===== src/design/deq_pkg.sv =====
// ----------------------------------------------------------------------------
// deq_pkg
// Shared types and constants for the double-ended queue: action and status
// codes, controller states and data widths.
// ----------------------------------------------------------------------------
package deq_pkg;

  localparam int DATA_W           = 32;
  localparam int OCC_W            = 5;
  localparam int DEFAULT_CAPACITY = 16;

  // value reported for a missing element or a failed pop
  localparam logic signed [DATA_W-1:0] EMPTY_MARK = -32'sd1;

  typedef enum logic [1:0] {
    ACT_PUSH_FRONT = 2'd0,
    ACT_PUSH_REAR  = 2'd1,
    ACT_POP_FRONT  = 2'd2,
    ACT_POP_REAR   = 2'd3
  } action_t;

  typedef enum logic [1:0] {
    ST_DONE      = 2'd0,
    ST_UNDERFLOW = 2'd1,
    ST_OVERFLOW  = 2'd2
  } status_t;

  typedef enum logic {
    S_IDLE,
    S_FETCH
  } state_t;

endpackage


===== src/design/deq_if.sv =====
// ----------------------------------------------------------------------------
// deq_if
// Valid/ready channels of the double-ended queue: requests in, results out.
// ----------------------------------------------------------------------------
interface deq_req_if import deq_pkg::*; ();
  logic                     valid;
  logic                     ready;
  action_t                  action;
  logic signed [DATA_W-1:0] push_value;

  modport source (output valid, action, push_value, input ready);
  modport sink   (input valid, action, push_value, output ready);
endinterface

interface deq_rsp_if import deq_pkg::*; ();
  logic                     valid;
  logic                     ready;
  logic signed [DATA_W-1:0] popped_value;
  status_t                  status;
  logic                     is_empty;
  logic                     is_full;
  logic [OCC_W-1:0]         occupancy;
  logic signed [DATA_W-1:0] front_value;
  logic signed [DATA_W-1:0] rear_value;

  modport source (output valid, popped_value, status, is_empty, is_full, occupancy,
                  front_value, rear_value, input ready);
  modport sink   (input valid, popped_value, status, is_empty, is_full, occupancy,
                  front_value, rear_value, output ready);
endinterface


===== src/design/deq_ram.sv =====
// ----------------------------------------------------------------------------
// deq_ram
// Generic single-clock RAM: one write port, one read port, registered read.
// ----------------------------------------------------------------------------
module deq_ram import deq_pkg::*; #(
  parameter int WIDTH = DATA_W,
  parameter int DEPTH = DEFAULT_CAPACITY,
  localparam int AW   = (DEPTH > 1) ? $clog2(DEPTH) : 1
) (
  input  logic             clk,
  input  logic             wr_en,
  input  logic [AW-1:0]    wr_addr,
  input  logic [WIDTH-1:0] wr_data,
  input  logic             rd_en,
  input  logic [AW-1:0]    rd_addr,
  output logic [WIDTH-1:0] rd_data
);

  logic [WIDTH-1:0] mem [DEPTH];

  // write port
  always_ff @(posedge clk) begin
    if (wr_en) begin
      mem[wr_addr] <= wr_data;
    end
  end

  // registered read port
  always_ff @(posedge clk) begin
    if (rd_en) begin
      rd_data <= mem[rd_addr];
    end
  end

endmodule


===== src/design/double_ended_queue.sv =====
// A push, a pop that leaves the deque empty, and a pop on an empty deque
// give their result in the cycle after the transaction; any other pop goes
// through S_FETCH first, the slot store read of the new front or rear.
// Throughput: one transaction per cycle while the result side is ready; a pop
// that refills a cached end holds off the next transaction during S_FETCH.
// Reset (synchronous, rst high) empties the deque; the slot store is not cleared.
// ----------------------------------------------------------------------------
// double_ended_queue
// Bounded deque of signed 32-bit values in a ring buffer RAM. Front and rear
// values are cached in registers, so a pop reads the RAM only to refill them.
// ----------------------------------------------------------------------------
module double_ended_queue import deq_pkg::*; #(
  parameter int CAPACITY = DEFAULT_CAPACITY
) (
  input  logic     clk,
  input  logic     rst,
  deq_req_if.sink  req,
  deq_rsp_if.source rsp
);

  localparam int IW = $clog2(CAPACITY);
  localparam int CW = $clog2(CAPACITY + 1);

  // ring index helpers
  function automatic logic [IW-1:0] idx_inc(input logic [IW-1:0] idx);
    return (idx == IW'(CAPACITY - 1)) ? '0 : idx + 1'b1;
  endfunction

  function automatic logic [IW-1:0] idx_dec(input logic [IW-1:0] idx);
    return (idx == '0) ? IW'(CAPACITY - 1) : idx - 1'b1;
  endfunction

  state_t state, state_next;

  logic [IW-1:0] head, head_next;
  logic [IW-1:0] rear_idx, rear_idx_next;
  logic [CW-1:0] count, count_next;
  logic signed [DATA_W-1:0] front_val, front_val_next;
  logic signed [DATA_W-1:0] rear_val, rear_val_next;
  logic fetch_front, fetch_front_next;

  logic                     out_valid;
  logic signed [DATA_W-1:0] out_popped;
  status_t                  out_status;
  logic                     out_empty;
  logic                     out_full;
  logic [OCC_W-1:0]         out_occ;
  logic signed [DATA_W-1:0] out_front;
  logic signed [DATA_W-1:0] out_rear;

  logic                     accept;
  logic                     is_empty_now;
  logic                     is_full_now;
  logic                     need_fetch;
  logic                     load_out;
  logic signed [DATA_W-1:0] res_popped;
  status_t                  res_status;

  logic              wr_en;
  logic [IW-1:0]     wr_addr;
  logic              rd_en;
  logic [IW-1:0]     rd_addr;
  logic [DATA_W-1:0] rd_data;

  assign accept       = req.valid && req.ready;
  assign is_empty_now = (count == '0);
  assign is_full_now  = (count == CW'(CAPACITY));

  // slot store
  deq_ram #(
    .WIDTH (DATA_W),
    .DEPTH (CAPACITY)
  ) u_slots (
    .clk     (clk),
    .wr_en   (wr_en),
    .wr_addr (wr_addr),
    .wr_data (req.push_value),
    .rd_en   (rd_en),
    .rd_addr (rd_addr),
    .rd_data (rd_data)
  );

  // next state
  always_comb begin
    state_next = state;
    case (state)
      S_IDLE: begin
        if (accept && need_fetch) begin
          state_next = S_FETCH;
        end
      end
      S_FETCH: begin
        state_next = S_IDLE;
      end
      default: begin
        state_next = S_IDLE;
      end
    endcase
  end

  // controller outputs
  always_comb begin
    req.ready = 1'b0;
    load_out  = 1'b0;
    case (state)
      S_IDLE: begin
        req.ready = !out_valid || rsp.ready;
        load_out  = accept && !need_fetch;
      end
      S_FETCH: begin
        load_out = 1'b1;
      end
      default: begin
        req.ready = 1'b0;
        load_out  = 1'b0;
      end
    endcase
  end

  // pointer, count and cache updates
  always_comb begin
    head_next        = head;
    rear_idx_next    = rear_idx;
    count_next       = count;
    front_val_next   = front_val;
    rear_val_next    = rear_val;
    fetch_front_next = fetch_front;
    wr_en            = 1'b0;
    wr_addr          = head;
    rd_en            = 1'b0;
    rd_addr          = head;
    need_fetch       = 1'b0;
    res_popped       = '0;
    res_status       = ST_DONE;

    if (state == S_FETCH) begin
      // refill the cached end from the slot read
      if (fetch_front) begin
        front_val_next = rd_data;
      end else begin
        rear_val_next = rd_data;
      end
    end else if (accept) begin
      case (req.action)
        ACT_PUSH_FRONT: begin
          if (is_full_now) begin
            res_status = ST_OVERFLOW;
          end else begin
            head_next      = idx_dec(head);
            wr_en          = 1'b1;
            wr_addr        = idx_dec(head);
            count_next     = count + 1'b1;
            front_val_next = req.push_value;
            if (is_empty_now) begin
              rear_val_next = req.push_value;
            end
          end
        end
        ACT_PUSH_REAR: begin
          if (is_full_now) begin
            res_status = ST_OVERFLOW;
          end else begin
            rear_idx_next = idx_inc(rear_idx);
            wr_en         = 1'b1;
            wr_addr       = idx_inc(rear_idx);
            count_next    = count + 1'b1;
            rear_val_next = req.push_value;
            if (is_empty_now) begin
              front_val_next = req.push_value;
            end
          end
        end
        ACT_POP_FRONT: begin
          if (is_empty_now) begin
            res_popped = EMPTY_MARK;
            res_status = ST_UNDERFLOW;
          end else begin
            res_popped = front_val;
            head_next  = idx_inc(head);
            count_next = count - 1'b1;
            if (count != CW'(1)) begin
              rd_en            = 1'b1;
              rd_addr          = idx_inc(head);
              need_fetch       = 1'b1;
              fetch_front_next = 1'b1;
            end
          end
        end
        ACT_POP_REAR: begin
          if (is_empty_now) begin
            res_popped = EMPTY_MARK;
            res_status = ST_UNDERFLOW;
          end else begin
            res_popped    = rear_val;
            rear_idx_next = idx_dec(rear_idx);
            count_next    = count - 1'b1;
            if (count != CW'(1)) begin
              rd_en            = 1'b1;
              rd_addr          = idx_dec(rear_idx);
              need_fetch       = 1'b1;
              fetch_front_next = 1'b0;
            end
          end
        end
        default: begin
          res_status = ST_DONE;
        end
      endcase
    end
  end

  // control registers
  always_ff @(posedge clk) begin
    if (rst) begin
      state     <= S_IDLE;
      head      <= '0;
      rear_idx  <= IW'(CAPACITY - 1);
      count     <= '0;
      out_valid <= 1'b0;
    end else begin
      state    <= state_next;
      head     <= head_next;
      rear_idx <= rear_idx_next;
      count    <= count_next;
      if (load_out) begin
        out_valid <= 1'b1;
      end else if (rsp.ready) begin
        out_valid <= 1'b0;
      end
    end
  end

  // cached ends and result payload
  always_ff @(posedge clk) begin
    front_val   <= front_val_next;
    rear_val    <= rear_val_next;
    fetch_front <= fetch_front_next;
    if (accept) begin
      out_popped <= res_popped;
      out_status <= res_status;
    end
    if (load_out) begin
      out_empty <= (count_next == '0);
      out_full  <= (count_next == CW'(CAPACITY));
      out_occ   <= OCC_W'(count_next);
      out_front <= (count_next == '0) ? EMPTY_MARK : front_val_next;
      out_rear  <= (count_next == '0) ? EMPTY_MARK : rear_val_next;
    end
  end

  // result channel
  assign rsp.valid        = out_valid;
  assign rsp.popped_value = out_popped;
  assign rsp.status       = out_status;
  assign rsp.is_empty     = out_empty;
  assign rsp.is_full      = out_full;
  assign rsp.occupancy    = out_occ;
  assign rsp.front_value  = out_front;
  assign rsp.rear_value   = out_rear;

`ifndef SYNTHESIS
  // count never passes the capacity
  a_count_bound: assert property (@(posedge clk) disable iff (rst)
    count <= CW'(CAPACITY))
    else $error("deque count above capacity");

  // no new transaction while a slot read is outstanding
  a_fetch_blocks: assert property (@(posedge clk) disable iff (rst)
    (state == S_FETCH) |-> !req.ready)
    else $error("request accepted during fetch");

  // the result register is free when fetched data arrives
  a_fetch_out_free: assert property (@(posedge clk) disable iff (rst)
    (state == S_FETCH) |-> !out_valid)
    else $error("result register busy during fetch");

  // a push into a non-full deque adds one element
  a_push_grows: assert property (@(posedge clk) disable iff (rst)
    (accept && !req.action[1] && !is_full_now) |=> (count == $past(count) + 1'b1))
    else $error("push did not grow the deque");
`endif

endmodule


===== src/flat_wrapper.sv =====
// flat-port wrapper written by rule: the top's interface ports become plain ports
module double_ended_queue_flat import deq_pkg::*;
#(
  parameter int CAPACITY = DEFAULT_CAPACITY
)
  (clk, rst, req_valid, req_action, req_push_value, req_ready, rsp_valid, rsp_popped_value, rsp_status, rsp_is_empty, rsp_is_full, rsp_occupancy, rsp_front_value, rsp_rear_value, rsp_ready);
  deq_req_if req_i ();
  deq_rsp_if rsp_i ();
  input  logic clk;
  input  logic rst;
  input wire logic [$bits(req_i.valid)-1:0] req_valid;
  input wire logic [$bits(req_i.action)-1:0] req_action;
  input wire logic [$bits(req_i.push_value)-1:0] req_push_value;
  output wire logic [$bits(req_i.ready)-1:0] req_ready;
  output wire logic [$bits(rsp_i.valid)-1:0] rsp_valid;
  output wire logic [$bits(rsp_i.popped_value)-1:0] rsp_popped_value;
  output wire logic [$bits(rsp_i.status)-1:0] rsp_status;
  output wire logic [$bits(rsp_i.is_empty)-1:0] rsp_is_empty;
  output wire logic [$bits(rsp_i.is_full)-1:0] rsp_is_full;
  output wire logic [$bits(rsp_i.occupancy)-1:0] rsp_occupancy;
  output wire logic [$bits(rsp_i.front_value)-1:0] rsp_front_value;
  output wire logic [$bits(rsp_i.rear_value)-1:0] rsp_rear_value;
  input wire logic [$bits(rsp_i.ready)-1:0] rsp_ready;
  assign req_i.valid = req_valid;
  assign req_i.action = req_action;
  assign req_i.push_value = req_push_value;
  assign req_ready = req_i.ready;
  assign rsp_valid = rsp_i.valid;
  assign rsp_popped_value = rsp_i.popped_value;
  assign rsp_status = rsp_i.status;
  assign rsp_is_empty = rsp_i.is_empty;
  assign rsp_is_full = rsp_i.is_full;
  assign rsp_occupancy = rsp_i.occupancy;
  assign rsp_front_value = rsp_i.front_value;
  assign rsp_rear_value = rsp_i.rear_value;
  assign rsp_i.ready = rsp_ready;
  double_ended_queue #(.CAPACITY(CAPACITY)) u_core (.clk(clk), .rst(rst), .req(req_i), .rsp(rsp_i));
endmodule

===== config.mk =====
export PLATFORM = sky130hd
export DESIGN_NAME = double_ended_queue_flat
export DESIGN_NICKNAME = d
export VERILOG_FILES = /design/src/design/deq_pkg.sv /design/src/design/deq_if.sv /design/src/design/deq_ram.sv /design/src/design/double_ended_queue.sv /design/src/flat_wrapper.sv
export SDC_FILE = /design/constraint.sdc
export NUM_CORES = 1
export LEC_CHECK = 0
export BUFFER_PORTS_ARGS = -buffer_cell sky130_fd_sc_hd__buf_2
export CORE_ASPECT_RATIO = 0.7
export CORE_MARGIN = 3
export CORE_UTILIZATION = 55
export DETAILED_ROUTE_END_ITERATION = 6
export HOLD_SLACK_MARGIN = 0.02
export PLACE_DENSITY = 0.71
export SLEW_MARGIN = 20
export SYNTH_ARGS = -nofsm -noshare
export SYNTH_HDL_FRONTEND = slang
export SYNTH_SLANG_ARGS = --single-unit

===== constraint.sdc =====
create_clock -name clk -period 4.3 [get_ports clk]
set_clock_uncertainty 0.2 [all_clocks]
set_input_delay 0.86 -clock clk [delete_from_list [all_inputs] [get_ports clk]]
set_output_delay 0.86 -clock clk [all_outputs]
set_load 0.01 [all_outputs]

==> impl_metrics.json <==
{
  "critical_path.top_delay_family": "buffers and inverters",
  "start_util_pct": 56.48,
  "synth_edf_count": 650,
  "fin_util_pct": 64.72,
  "drc": 0,
  "dp_slack_ps": 441.4,
  "swShare_pct": 29.34,
  "fin_cells": 2821,
  "fin_nets": 2099,
  "cts_setup_buffers": 0,
  "postCtsHoldBufs": 0,
  "yosysSeqAreaShare_pct": 70.39,
  "fin_hold_ws_ps": 326.5,
  "clk_path_buf_depth": 3,
  "drtIter0Drc": 2445,
  "place.port_buffers": 144,
  "synth_seq_cells": 729,
  "period_minus_slack_ps": 3918,
  "rows": 70,
  "viasPerCell": 6.600,
  "place_area_mm2": 0.03214,
  "gp_routability_congestion": 0.9005,
  "worstPathArrival_ps": 4010,
  "ys_warn_count": 0,
  "clockRootBuffer": "clkbuf_16",
  "dr.pass1.iters": 6,
  "vias": 18620,
  "dp_hpwl_um": 46930,
  "status": "complete, no violations",
  "clkTransAtPathRegs_ps": 60,
  "antenna_found_initial": 0,
  "ys_types": 62,
  "power.density_mw_per_mm2": 582.7,
  "synthFlopType": "edfxtp_1",
  "pwr-share-comb_pct": 23.6,
  "power.share.clock_pct": 30.3,
  "finalSetupTns_ps": 0,
  "power_mw": 20.02,
  "die_area_mm2": 0.05738,
  "grt_pass1_vias": 18270,
  "drive_above_1_share_pct": 24.57,
  "drv_slew": 0,
  "relSlewSlack_pct": 38.66,
  "worst_slew_pin_slew_ps": 920.1,
  "cellInternalPower_mw": 14.15,
  "cp.required_ps": 4390,
  "ioPinCount": 145,
  "die_x_um": 285.0,
  "antenna_left": 0,
  "grt_pass1_wl_um": 116100,
  "htreeDepth": 3,
  "core-area_mm2": 0.05308,
  "postLayoutCellArea_mm2": 0.03435,
  "cts_tree": "done",
  "routed_wl_um": 76800,
  "synthesis.area_mm2": 0.02998,
  "cts_made_buffers": 67,
  "crit_slowest_cell": "dfxtp_1",
  "p_leak_nw": 11.66,
  "fillers": 3744,
  "fmax_mhz": 255.2,
  "dieHeight_um": 201.3,
  "mostFrequentLayoutCell": "edfxtp_1",
  "synth_nets": 1937,
  "grt_overflow_total": 0,
  "wl_per_cell_um": 27.22,
  "endpoint_kind": "flip-flop",
  "cp-start-kind": "flip-flop",
  "rsz0062_at_grt": "false",
  "cap_viol_max_count": 0,
  "crit_buf_inv": 4,
  "grt_max_degree": 72,
  "layout_common_cells": "650 x edfxtp_1, 144 x buf_2, 139 x nand3_1",
  "avgSynthCellArea_um2": 15.85,
  "dp_cells": 2704,
  "ir_drop_mv": 0.3877,
  "slowest_delay_ps": 460,
  "synthCells": 1891,
  "p_seq_share_pct": 46.1,
  "fin_crit_sh_pct": 91.12,
  "p_switching_mw": 5.873,
  "async_flop_share_pct": 0,
  "hold_viol_final": 0,
  "path_cells": "inv_1 > ha_1 > or2_1 > a2111o_1 > inv_2 > buf_4 > mux2i_4 > buf_12 > mux4_2 > nand3_1 > nand4_1",
  "cts_resized": 0,
  "setup_ws_ps": 381.7,
  "crit_fanout": 71,
  "area_growth_pct": 14.60,
  "min_path_type": "primary input to flip-flop",
  "finalSetupViolCount": 0,
  "grt_usage_pct": 26.83,
  "worstSkewPairLatency_ps": 600,
  "path_class": "flip-flop to flip-flop",
  "cts.sinks": 729
}
[power groups by stage]
stage	clock [mW]	sequential (mW)	combinational, mW
floorplan	0	9.36	2.91
global placement	0	9.31	4.58
detailed placement	0	9.34	4.66
CTS	6.15	9.21	4.69
global route	6.43	9.29	5.11
finish	6.07	9.23	4.72
[cell usage after synthesis (22+ instances only)]
cell	n	area (um^2)
edfxtp_1	650	19520
nand3_1	139	695.7
mux4_2	128	2883
a21oi_1	99	495.5
clkbuf_1	96	360.4
o21ai_0	94	470.5
nor2_1	84	315.3
dfxtp_1	79	1582
mux2i_1	70	700.7
nand2_1	53	198.9
nand2b_1	44	275.3
a31oi_1	36	225.2
nand4_1	34	212.7
o21a_1	29	217.7
o21bai_1	25	187.7
and3_1	23	143.9
buf_1	22	82.58
[tightest hold or removal path: stages]
cell	delay, ps
buf_2	110
nand2_1	50
a21oi_1	50
[flip-flops by register name, indices dropped and copies added (netlist names), 5 cells and up]
name	flops
u_core.rear_val	32
u_core.u_slots.mem	512
u_core.rsp.popped_value	32
u_core.rsp.rear_value	32
u_core.count	5
u_core.rsp.front_value	32
u_core.front_val	32
u_core.rsp.occupancy	5
u_core.u_slots.rd_data	32
[final cells by class]
cell class                 count  area (um^2)  share of cell area (%)
antenna                        1        2.502                0.007284
clock buffer                  82         1807                   5.259
clock inverter                34        404.1                   1.176
inverter                      20        75.07                  0.2185
multi-input combinational   1006         8464                   24.64
sequential                   729        21100                   61.43
tap                          720        900.9                   2.622
timing repair buffer         229         1597                   4.647
[path summary, 6_finish.rpt]
path / start / end / slack, ps / cells after the start
worst max-delay path: u_core.count[1] / u_core.u_slots.rd_data[3] / 380 / 11
worst max register to register: u_core.count[1] / u_core.u_slots.rd_data[3] / 380 / 11
worst min-delay path: req_valid / u_core.rsp.valid / 330 / 3
worst min register to register: u_core.u_slots.rd_data[23] / u_core.rear_val[23] / 350 / 2
[kinds of logic (layout without fill, tap and decap cells)]
family | Yosys count | in the layout | synth area share [%]
and+or+nand+nor | 433 | 433 | 7.371
buffers and inverters | 156 | 365 | 2.045
other | 0 | 1 | 0
muxes | 199 | 199 | 11.99
xor gates and xnor gates | 6 | 6 | 0.1753
adders and majority gates | 8 | 8 | 0.3339
DFF | 729 | 729 | 70.39
AOI/OAI and AO/OA | 360 | 360 | 7.693
[metal layers]
metal / routed length [um] / track usage (%) / vias up
met3: 7514 / 5.527 / 158
met4: 2461 / 8.729 / 0
li1: - / - / 7871
met5: 0 / 0 / -
met2: 35170 / 40.48 / 1117
met1: 31650 / 39.70 / 9473
Power figures use the tool's default switching activity.
